<file path="src/design/hslc_pkg.sv">
// ----------------------------------------------------------------------------
// hslc_pkg
// shared types and constants for the hsl colorize pixel block
// ----------------------------------------------------------------------------
`timescale 1ns / 1ps
`default_nettype none

package hslc_pkg;

  // one 8-bit color channel
  typedef logic [7:0] chan_t;

  // configuration register map, index = paddr[3:2]
  typedef enum logic [1:0] {
    REG_HUE  = 2'd0,
    REG_SAT  = 2'd1,
    REG_LOFF = 2'd2
  } reg_idx_t;

  localparam int ADDR_W = 4;
  localparam int DATA_W = 32;

  // reset values of the registers
  localparam chan_t HUE_RST  = 8'd0;
  localparam chan_t SAT_RST  = 8'd0;
  localparam chan_t LOFF_RST = 8'd128;

  // largest channel code
  localparam logic [9:0] CHAN_MAX = 10'd255;

  // hue sextant codes
  typedef enum logic [2:0] {
    SEXT_RY = 3'd0,
    SEXT_YG = 3'd1,
    SEXT_GC = 3'd2,
    SEXT_CB = 3'd3,
    SEXT_BM = 3'd4,
    SEXT_MR = 3'd5
  } sext_t;

endpackage

`default_nettype wire

</file>
<file path="src/design/hsl_colorize_pixel.sv">
// ----------------------------------------------------------------------------
// hsl_colorize_pixel
// recolors an rgb pixel to a programmed hue and saturation, keeping its
// hsl lightness shifted by a programmable offset
// ----------------------------------------------------------------------------
//
//  channel   | direction | handshake                 | payload
//  ----------+-----------+---------------------------+---------------------------
//  pixel in  | in        | start, busy               | red_in, green_in, blue_in
//  pixel out | out       | done (one-cycle strobe)   | red_out, green_out, blue_out
//  config    | in/out    | psel, penable, pwrite,    | paddr, pwdata, prdata
//            |           | pready                    |
//
//  - six-stage pipeline: an accepted pixel moves through stages 1 to 5 and
//    leaves the stage 6 output register with done high
//  - one pixel per clock; busy is never raised, the stages have no feedback
//  - the receiver cannot stall, so no stage ever holds; valid bits travel
//    with the data through each stage
//  - rst is synchronous; it clears the valid bits and loads the register
//    reset values (hue 0, saturation 0, lightness offset 128)
//  - the deepest stages are the l*saturation and (v-m)*fract multiplies
//
`timescale 1ns / 1ps
`default_nettype none

module hsl_colorize_pixel #(
  parameter int FRAC_BITS = 16
) (
  input  wire                          clk,
  input  wire                          rst,
  // pixel in
  input  wire                          start,
  output logic                         busy,
  input  wire  hslc_pkg::chan_t        red_in,
  input  wire  hslc_pkg::chan_t        green_in,
  input  wire  hslc_pkg::chan_t        blue_in,
  // pixel out
  output logic                         done,
  output hslc_pkg::chan_t              red_out,
  output hslc_pkg::chan_t              green_out,
  output hslc_pkg::chan_t              blue_out,
  // configuration
  input  wire                          psel,
  input  wire                          penable,
  input  wire                          pwrite,
  input  wire  [hslc_pkg::ADDR_W-1:0]  paddr,
  input  wire  [hslc_pkg::DATA_W-1:0]  pwdata,
  output logic [hslc_pkg::DATA_W-1:0]  prdata,
  output logic                         pready
);

  import hslc_pkg::*;

  // widths: l is 0..1 in F+1 bits, v/m and channel values carry one guard bit
  localparam int LW = FRAC_BITS + 1;
  localparam int VW = FRAC_BITS + 2;
  localparam int SW = FRAC_BITS + 3;
  localparam int PW = FRAC_BITS + 10;

  localparam logic [LW-1:0] ONE  = LW'(1) << FRAC_BITS;
  localparam logic [LW-1:0] HALF = LW'(1) << (FRAC_BITS - 1);

  // --------------------------------------------------------------------------
  // configuration registers
  // --------------------------------------------------------------------------
  chan_t hue;
  chan_t saturation;
  chan_t lightness_offset;

  logic cfg_wr;
  assign cfg_wr = psel && penable && pwrite && pready;
  assign pready = 1'b1;

  always_ff @(posedge clk) begin
    if (rst) begin
      hue              <= HUE_RST;
      saturation       <= SAT_RST;
      lightness_offset <= LOFF_RST;
    end else if (cfg_wr) begin
      case (paddr[3:2])
        REG_HUE:  hue              <= pwdata[7:0];
        REG_SAT:  saturation       <= pwdata[7:0];
        REG_LOFF: lightness_offset <= pwdata[7:0];
        default: ;
      endcase
    end
  end

  always_comb begin
    prdata = '0;
    case (paddr[3:2])
      REG_HUE:  prdata[7:0] = hue;
      REG_SAT:  prdata[7:0] = saturation;
      REG_LOFF: prdata[7:0] = lightness_offset;
      default:  prdata = '0;
    endcase
  end

  // hue * 6 splits into the sextant and an 8-bit fraction of it
  logic [10:0] hue6;
  assign hue6 = {1'b0, hue, 2'b00} + {2'b00, hue, 1'b0};

  // every pixel is taken as soon as it arrives
  assign busy = 1'b0;

  logic in_fire;
  assign in_fire = start && !busy;

  // --------------------------------------------------------------------------
  // stage 1: lightness from max+min plus offset, clamped to 0..1
  // --------------------------------------------------------------------------
  chan_t              mx, mn;
  logic [8:0]         mxmn;
  logic signed [SW-1:0] ls;
  logic [7:0]         loff_s;
  logic [LW-1:0]      l_next;

  always_comb begin
    mx = red_in;
    mn = red_in;
    if (green_in > mx) mx = green_in;
    if (blue_in  > mx) mx = blue_in;
    if (green_in < mn) mn = green_in;
    if (blue_in  < mn) mn = blue_in;
    mxmn   = {1'b0, mx} + {1'b0, mn};
    // offset - 128 as an 8-bit two's complement value
    loff_s = {~lightness_offset[7], lightness_offset[6:0]};
    ls = $signed({3'b000, mxmn, {(FRAC_BITS - 9){1'b0}}})
       + $signed({{2{loff_s[7]}}, loff_s, {(FRAC_BITS - 7){1'b0}}});
    if (ls[SW-1]) begin
      l_next = '0;
    end else if (ls[SW-2:0] > (SW-1)'(ONE)) begin
      l_next = ONE;
    end else begin
      l_next = ls[LW-1:0];
    end
  end

  logic          vld1;
  logic [LW-1:0] l1;

  always_ff @(posedge clk) begin
    if (rst) begin
      vld1 <= 1'b0;
    end else begin
      vld1 <= in_fire;
    end
  end

  always_ff @(posedge clk) begin
    if (in_fire) begin
      l1 <= l_next;
    end
  end

  // --------------------------------------------------------------------------
  // stage 2: t = l*s, s being saturation/256
  // --------------------------------------------------------------------------
  logic [LW+7:0] ls_prod;
  assign ls_prod = (LW+8)'(l1) * (LW+8)'(saturation);

  logic          vld2;
  logic [LW-1:0] l2;
  logic [LW-1:0] t2;

  always_ff @(posedge clk) begin
    if (rst) begin
      vld2 <= 1'b0;
    end else begin
      vld2 <= vld1;
    end
  end

  always_ff @(posedge clk) begin
    if (vld1) begin
      l2 <= l1;
      t2 <= ls_prod[LW+7:8];
    end
  end

  // --------------------------------------------------------------------------
  // stage 3: v and m
  // --------------------------------------------------------------------------
  logic [VW-1:0] s_ext, v_next, m_next, l2x2;

  always_comb begin
    s_ext = {2'b00, saturation, {(FRAC_BITS - 8){1'b0}}};
    if (l2 <= HALF) begin
      v_next = VW'(l2) + VW'(t2);
    end else begin
      v_next = VW'(l2) + s_ext - VW'(t2);
    end
    l2x2 = {l2, 1'b0};
    m_next = (l2x2 > v_next) ? (l2x2 - v_next) : '0;
  end

  logic          vld3;
  logic [VW-1:0] v3, m3;

  always_ff @(posedge clk) begin
    if (rst) begin
      vld3 <= 1'b0;
    end else begin
      vld3 <= vld2;
    end
  end

  always_ff @(posedge clk) begin
    if (vld2) begin
      v3 <= v_next;
      m3 <= m_next;
    end
  end

  // --------------------------------------------------------------------------
  // stage 4: vsf = (v-m)*fract
  // --------------------------------------------------------------------------
  logic [VW+7:0] vsf_prod;
  assign vsf_prod = (VW+8)'(v3 - m3) * (VW+8)'(hue6[7:0]);

  logic          vld4;
  logic [VW-1:0] v4, m4, vsf4;
  logic [2:0]    sext4;

  always_ff @(posedge clk) begin
    if (rst) begin
      vld4 <= 1'b0;
    end else begin
      vld4 <= vld3;
    end
  end

  always_ff @(posedge clk) begin
    if (vld3) begin
      v4    <= v3;
      m4    <= m3;
      vsf4  <= vsf_prod[VW+7:8];
      sext4 <= hue6[10:8];
    end
  end

  // --------------------------------------------------------------------------
  // stage 5: sextant select
  // --------------------------------------------------------------------------
  logic [VW-1:0] mid1, mid2, xr_next, xg_next, xb_next;

  always_comb begin
    mid1 = m4 + vsf4;
    mid2 = v4 - vsf4;
    case (sext4)
      SEXT_RY: begin xr_next = v4;   xg_next = mid1; xb_next = m4;   end
      SEXT_YG: begin xr_next = mid2; xg_next = v4;   xb_next = m4;   end
      SEXT_GC: begin xr_next = m4;   xg_next = v4;   xb_next = mid1; end
      SEXT_CB: begin xr_next = m4;   xg_next = mid2; xb_next = v4;   end
      SEXT_BM: begin xr_next = mid1; xg_next = m4;   xb_next = v4;   end
      default: begin xr_next = v4;   xg_next = m4;   xb_next = mid2; end
    endcase
  end

  logic          vld5;
  logic [VW-1:0] xr, xg, xb;

  always_ff @(posedge clk) begin
    if (rst) begin
      vld5 <= 1'b0;
    end else begin
      vld5 <= vld4;
    end
  end

  always_ff @(posedge clk) begin
    if (vld4) begin
      xr <= xr_next;
      xg <= xg_next;
      xb <= xb_next;
    end
  end

  // --------------------------------------------------------------------------
  // stage 6: scale by 255, truncate, saturate
  // --------------------------------------------------------------------------
  function automatic chan_t to_chan(input logic [VW-1:0] x);
    logic [PW-1:0] p;
    logic [9:0]    c;
    p = {x, 8'h00} - PW'(x);
    c = p[PW-1:FRAC_BITS];
    to_chan = (c > CHAN_MAX) ? chan_t'(CHAN_MAX) : c[7:0];
  endfunction

  always_ff @(posedge clk) begin
    if (rst) begin
      done <= 1'b0;
    end else begin
      done <= vld5;
    end
  end

  always_ff @(posedge clk) begin
    if (vld5) begin
      red_out   <= to_chan(xr);
      green_out <= to_chan(xg);
      blue_out  <= to_chan(xb);
    end
  end

  // --------------------------------------------------------------------------
  // assertions
  // --------------------------------------------------------------------------
  a_latency: assert property (@(posedge clk) disable iff (rst)
    in_fire |-> ##6 done)
    else $error("pixel did not leave the pipeline after six cycles");

  a_l_range: assert property (@(posedge clk) disable iff (rst)
    vld1 |-> l1 <= ONE)
    else $error("lightness outside 0..1");

  a_m_le_v: assert property (@(posedge clk) disable iff (rst)
    vld3 |-> m3 <= v3)
    else $error("m above v");

  a_grey: assert property (@(posedge clk) disable iff (rst)
    vld5 && $past(v4 == m4) |-> xr == xg && xg == xb)
    else $error("grey pixel came out with unequal channels");

endmodule

`default_nettype wire

</file>
<file path="config.mk">
export PLATFORM = sky130hd
export DESIGN_NAME = hsl_colorize_pixel
export DESIGN_NICKNAME = d
export VERILOG_FILES = /design/src/design/hslc_pkg.sv /design/src/design/hsl_colorize_pixel.sv
export SDC_FILE = /design/constraint.sdc
export NUM_CORES = 1
export LEC_CHECK = 0
export ABC_AREA = 1
export BUFFER_PORTS_ARGS = -buffer_cell sky130_fd_sc_hd__buf_4
export CORE_MARGIN = 4
export CORE_UTILIZATION = 43
export DETAILED_ROUTE_END_ITERATION = 10
export MAX_ROUTING_LAYER = met4
export PLACE_DENSITY_LB_ADDON = 0.2
export SLEW_MARGIN = 40
export SYNTH_ARGS = -nofsm -noshare
export SYNTH_HDL_FRONTEND = slang
export SYNTH_SLANG_ARGS = --single-unit
export TNS_END_PERCENT = 10
</file>
<file path="constraint.sdc">
create_clock -name clk -period 5.8 [get_ports clk]
set_clock_uncertainty 0.2 [all_clocks]
set_input_delay 0 -clock clk [delete_from_list [all_inputs] [get_ports clk]]
set_output_delay 0 -clock clk [all_outputs]
set_load 0.05 [all_outputs]
</file>
### Yosys cells after proc, flatten, opt, wreduce, memory -nomap -nowiden

Cells that the tools add are included.

| cells by class | value |
|---|---|
| add/sub/neg operators | 13 |
| multipliers | 2 |
| $lt $le $gt $ge | 10 |
| eq/ne operators | 6 |
| mux-type cells | 10 |
| bitwise operators | 1 |
| reductions and logical operators | 12 |

Operator list:

| kind | count |
|---|---|
| $pmux 18 s3 | 3 |
| $sub 26x18->26 | 3 |
| $add 17x17->18 | 2 |
| $sub 18x18->18 | 2 |
| $mux 8 | 4 |
| $gt 10x8->1 const B | 3 |
| $mul 19x9->26 | 1 |
| $mul 17x8->25 | 1 |
| $pmux 8 s3 | 1 |
| $sub 18x18->19 | 1 |
| $add 17x16->18 | 1 |
| $add 18x18->18 | 1 |
| $gt 18x17->1 const B | 1 |
| $gt 18x18->1 | 1 |
| $mux 18 | 1 |
| $sub 18x17->18 | 1 |
| $le 17x16->1 const B | 1 |
| $mux 17 | 1 |
| $gt 8x8->1 | 2 |
| $lt 8x8->1 | 2 |
| $add 10x9->11 | 1 |
| $reduce_or 2->1 | 5 |
| $add 8x8->9 | 1 |
| $eq 3x2->1 const B | 2 |
| other kinds (9) | 12 |

| storage, ports and cells | value |
|---|---|
| bits in registers | 252 |
| bits of input ports | 66 |
| output and inout bits | 59 |
| word-level logic and storage cells | 79 |

### Depth between registers and ports, before layout

| depth | value |
|---|---|
| word-level depth | 8 |
| depth in mapped cells | 39 |
| depth with buffers taken out | 38 |

### Worst setup path before layout

Ideal clock, no wire load.

| path | value |
|---|---|
| path kind | flip-flop to flip-flop |
| from | reg v3[0] |
| to | reg vsf4[17] (data pin) |
| arrival | 5.543 ns |
| slack | -0.196 ns |
| cell stages (with the launch flop) | 33 |
| cells stage by stage | edfxtp_1 -> inv_1 -> ha_1 -> inv_1 -> fa_1 -> a21oi_1 -> o21bai_1 -> a21boi_0 -> o21ai_0 -> nand4_1 -> nand2_1 -> or2_2 -> nand2_1 -> nor2_1 -> fa_1 -> fa_1 -> inv_1 -> fa_1 -> inv_1 -> fa_1 -> ha_1 -> nand2_1 -> inv_1 -> nand3_1 -> inv_1 -> nand4_1 -> nand3b_1 -> o211ai_1 -> nand2_1 -> nand2_1 -> nand2_1 -> inv_1 -> nor2_1 |

| on the way | value |
|---|---|
| cells in the longest elaborated chain, start to end | 2 |

RTL lines:

| what | line | text |
|---|---|---|
| start, declared | hsl_colorize_pixel.sv:198 | `logic [VW-1:0] v3, m3;` |
| start signal, assigned | hsl_colorize_pixel.sv:210 | `v3 <= v_next;` |
| $sub 18x18->19 | hsl_colorize_pixel.sv:219 | `assign vsf_prod = (VW+8)'(v3 - m3) * (VW+8)'(hue6[7:0]);` |
| $mul 19x9->26 | hsl_colorize_pixel.sv:219 |  |
| net vsf_prod[25] | hsl_colorize_pixel.sv:218 | `logic [VW+7:0] vsf_prod;` |
| end signal, assigned | hsl_colorize_pixel.sv:237 | `vsf4 <= vsf_prod[VW+7:8];` |
| end, declared | hsl_colorize_pixel.sv:222 | `logic [VW-1:0] v4, m4, vsf4;` |

The timed path passes the listed nets, and every way through them passes these cells.
A chain may end at the register's enable or synchronous reset.

### Worst setup path in the final report

| path | value |
|---|---|
| from | reg v3[0] |
| to | reg vsf4[16] (data pin) |

Same word-level chain as after synthesis.

==> out/qor.yml <==
register_area_um2: 6852
post-route-period-util_pct: 104.7
clockBufferDepth: 3
synth-simple-area-share_pct: 22.01
ant_nets: 0
violations: "negative setup slack"
dr.pass1.iters: 7
synth-edff-count: 208
avgSynthCellArea_um2: 7.860
insertion_delay_ns: 0.57
synth_warnings: 0
drive_gt1_share_pct: 14.67
rr_worst_depth: 26
r2r_slack_ns: -0.28
synth_flop_cell: "edfxtp_1"
critPathMaxFanout: 5
p_int_uw: 4061
crit_start: "v3[0]"
ys_types: 56
die_area_um2: 62240
rsz0062_at_grt: "true"
grt_overflow: 0
synth.area.top_cells: "edfxtp_1, ha_1, fa_1"
comb_power_share_pct: 41.0
antenna_found_initial: 5
setup_viol: 12
die_h_um: 249.5
peakVddDrop_mv: 0.2500
tightestPinTransition_ns: 0.7853
critPathRequiredTime_ns: 5.91
dp_hpwl_mm: 63.80
place_inst: 4194
slew_headroom_pct: 47.47
timing.rr.start: "v3[0]"
start_kind: "register"
clock-sinks: 238
end_kind: "register"
num-nets-final: 3990
synth_cells: 3190
async_flop_share_pct: 0
port_buffers: 72
power.switching_fraction_pct: 38.55
grt_use_met3_pct: 2.230
worstSetupPathType: "reg2reg"
busiest_layer: "met2"
final_util_pct: 51.84
pwr-share-seq_pct: 33.5
synth_top_cell_area_share_pct: 24.91
clkTransAtPathRegs_ns: 0.07
holdPathEnd: "vld5"
whs_path_depth: 3
drv_slew: 0
synth-xor-area-share_pct: 4.192
multiInputGateArea_um2: 16430
rows: 88
yosys.area.top_type: "edfxtp_1"
initial_core_util_pct: 43.46
final.min_clock_period_ns: 6.075
dieWidth_um: 249.5
seq_area_frac_synth_pct: 27.31
fmax_mhz: 164.6
clockPowerShare_pct: 25.6
p_total_uw: 6610
via_per_inst: 5.203
p_leak_uw: 0.01466
rr_endpoint: "vsf4[16]"
grt_max_degree: 59
min_path_type: "in2reg"
grt_pass1_vias: 22070
finalNonFillerCells: 4290
nFillCells: 5557
timing.final.ws_setup_ns: -0.2753
wl_per_cell_um: 17.90
wl_mm: 76.79
routabilityCongestion: 0.9975
grt_use_met1_pct: 32.00
hold_start: "rst"
finalHoldViolations: 0
maxCapViolCount: 0
synth-compound-area-share_pct: 10.46
grt_pass1_wl_mm: 120.7
status: "finished with violations"
htree_levels: 1
p_per_area_nw_per_um2: 221.0
synth-seq-cells: 238
muxShareOfSynthArea_pct: 0
cts_made_buffers: 28
gr-usage-met2_pct: 41.80
grt_usage_pct: 24.75
crit_arrival_ns: 6.18
core-area_um2: 57700
synth_top_family_by_area: "adder cells"
drt_iter0_drc: 1359
num_vias: 22320
drc_errors: 0
pin_count: 125
syn2layout_area_growth_pct: 19.29
dpl_worst_slack_ns: -0.5321
clockRootBuffer: "clkbuf_16"
cts_tree: "built"
synth_fa_ha_area_share_pct: 25.71
switchingPower_uw: 2548
syn_area_um2: 25070
-- flip-flops by register name, indices dropped and copies added (netlist names), 18 cells and up --
| signal | count |
|---|---|
| xr | 18 |
| m4 | 18 |
| m3 | 18 |
| xg | 18 |
| v3 | 18 |
| xb | 18 |
| vsf4 | 18 |
| v4 | 18 |
-- final cells by class --
cell class,count,share of cell area (%)
Clock buffer,36,2.585
Antenna cell,1,0.008367
Clock inverter,15,0.3891
Multi-Input combinational cell,2321,54.95
Tap cell,765,3.200
Sequential cell,238,22.91
Timing Repair Buffer,332,8.647
Inverter,582,7.313
-- how the worst max path moves through the flow --
stage / end / slack (ns) / depth (start not counted)
global placement: vsf4[15] / -0.44 / 25
finish: vsf4[16] / -0.28 / 26
CTS: vsf4[14] / -0.20 / 25
floorplan: vsf4[17] / 0.01 / 28
global route: vsf4[11] / -0.52 / 29
detailed placement: vsf4[15] / -0.53 / 25
-- repair_timing --
action	CTS	global route
gates resized for setup	71	64
hold buffers	25	0
buffers inserted	6	14
pin swaps	28	54
hold endpoints to repair	42	0
gates cloned	0	0
setup endpoints to repair	14	25
-- layer usage --
metal / vias up / wire, um
met4: 0 / 2756
met5: - / 0
met3: 122 / 3331
met1: 10600 / 33540
li1: 11020 / -
met2: 585 / 37150
-- cells in the mapped netlist, drive strengths merged, types with 3 or more instances --
cell / number
nor2: 314
xor2: 84
a221oi: 4
edfxtp: 208
and3: 3
nand3: 180
o211ai: 14
a22oi: 8
o31ai: 5
o221ai: 6
nand2: 656
nand4: 62
clkinv: 7
ha: 264
buf: 40
o21a: 3
xnor2: 36
clkbuf: 33
a21oi: 210
fa: 157
a21boi: 3
o21ai: 150
or2: 13
nor4: 15
nor3: 29
a211oi: 6
a21o: 14
o21bai: 14
inv: 575
o2111ai: 16
nor3b: 3
dfxtp: 30
nand3b: 13
and2: 4
-- cell families (layout without fill, tap and decap cells) --
logic type                 count (synthesis)  in the layout
and+or+nand+nor                         1293           1293
buffers and inverters                    655            965
AOI/OAI and AO/OA                        461            461
adders and majority gates                421            421
DFF                                      238            238
xor gates and xnor gates                 120            120
other                                      2             27
-- critical path, cell delays in order (launching register included) --
cell and delay, ns:
edfxtp_1 0.40, inv_2 0.09, ha_4 0.15, inv_4 0.04, fa_2 0.38, a21oi_2 0.14, o21bai_2 0.09, a21boi_2 0.16
buf_6 0.14, o21bai_4 0.10, a21oi_2 0.18, xor2_2 0.28, buf_4 0.18, nor2_2 0.03, ha_1 0.31, fa_1 0.58
inv_2 0.04, fa_1 0.49, inv_2 0.04, fa_1 0.55, ha_4 0.22, buf_4 0.16, a21o_1 0.18, a21o_1 0.17
a221oi_2 0.25, nand3_1 0.12, xor2_1 0.16
-- cell usage in the layout (no fill, tap or decap), types with 16 or more instances in the layout --
cell | Yosys | final
a21oi_1 | 205 | 190
a21oi_2 | 5 | 19
buf_4 | 27 | 301
clkbuf_16 | 0 | 30
conb_1 | 2 | 26
dfxtp_1 | 30 | 26
dlygate4sd3_1 | 0 | 25
edfxtp_1 | 208 | 208
fa_1 | 157 | 152
ha_1 | 264 | 245
ha_4 | 0 | 18
inv_1 | 573 | 564
nand2_1 | 646 | 624
nand2_2 | 9 | 24
nand3_1 | 179 | 177
nand4_1 | 62 | 62
nor2_1 | 299 | 288
nor2_2 | 11 | 21
nor3_1 | 28 | 25
o2111ai_1 | 16 | 16
o21ai_0 | 148 | 137
xnor2_1 | 36 | 29
xor2_1 | 84 | 80
-- through the flow --
step	cell area [um2]	setup TNS, ns	hold WS, ns
2_1_floorplan	25240	0	-0.1288
3_3_place_gp	27960	-4.370	0.05235
3_5_place_dp	27990	-6.102	0.06044
4_1_cts	29540	-1.347	0.02377
5_1_grt	29910	-5.650	0.07211
6_report	29910	-2.548	0.03762
-- power groups by stage --
stage | combinational, uW | clock (uW) | sequential (uW)
6_report | 2710 | 1690 | 2210
5_1_grt | 3040 | 1820 | 2220
4_1_cts | 2620 | 1740 | 2210
3_5_place_dp | 2500 | 0 | 2250
3_3_place_gp | 2480 | 0 | 2250
2_1_floorplan | 1740 | 0 | 2110
(Power assumes the default switching activity.)
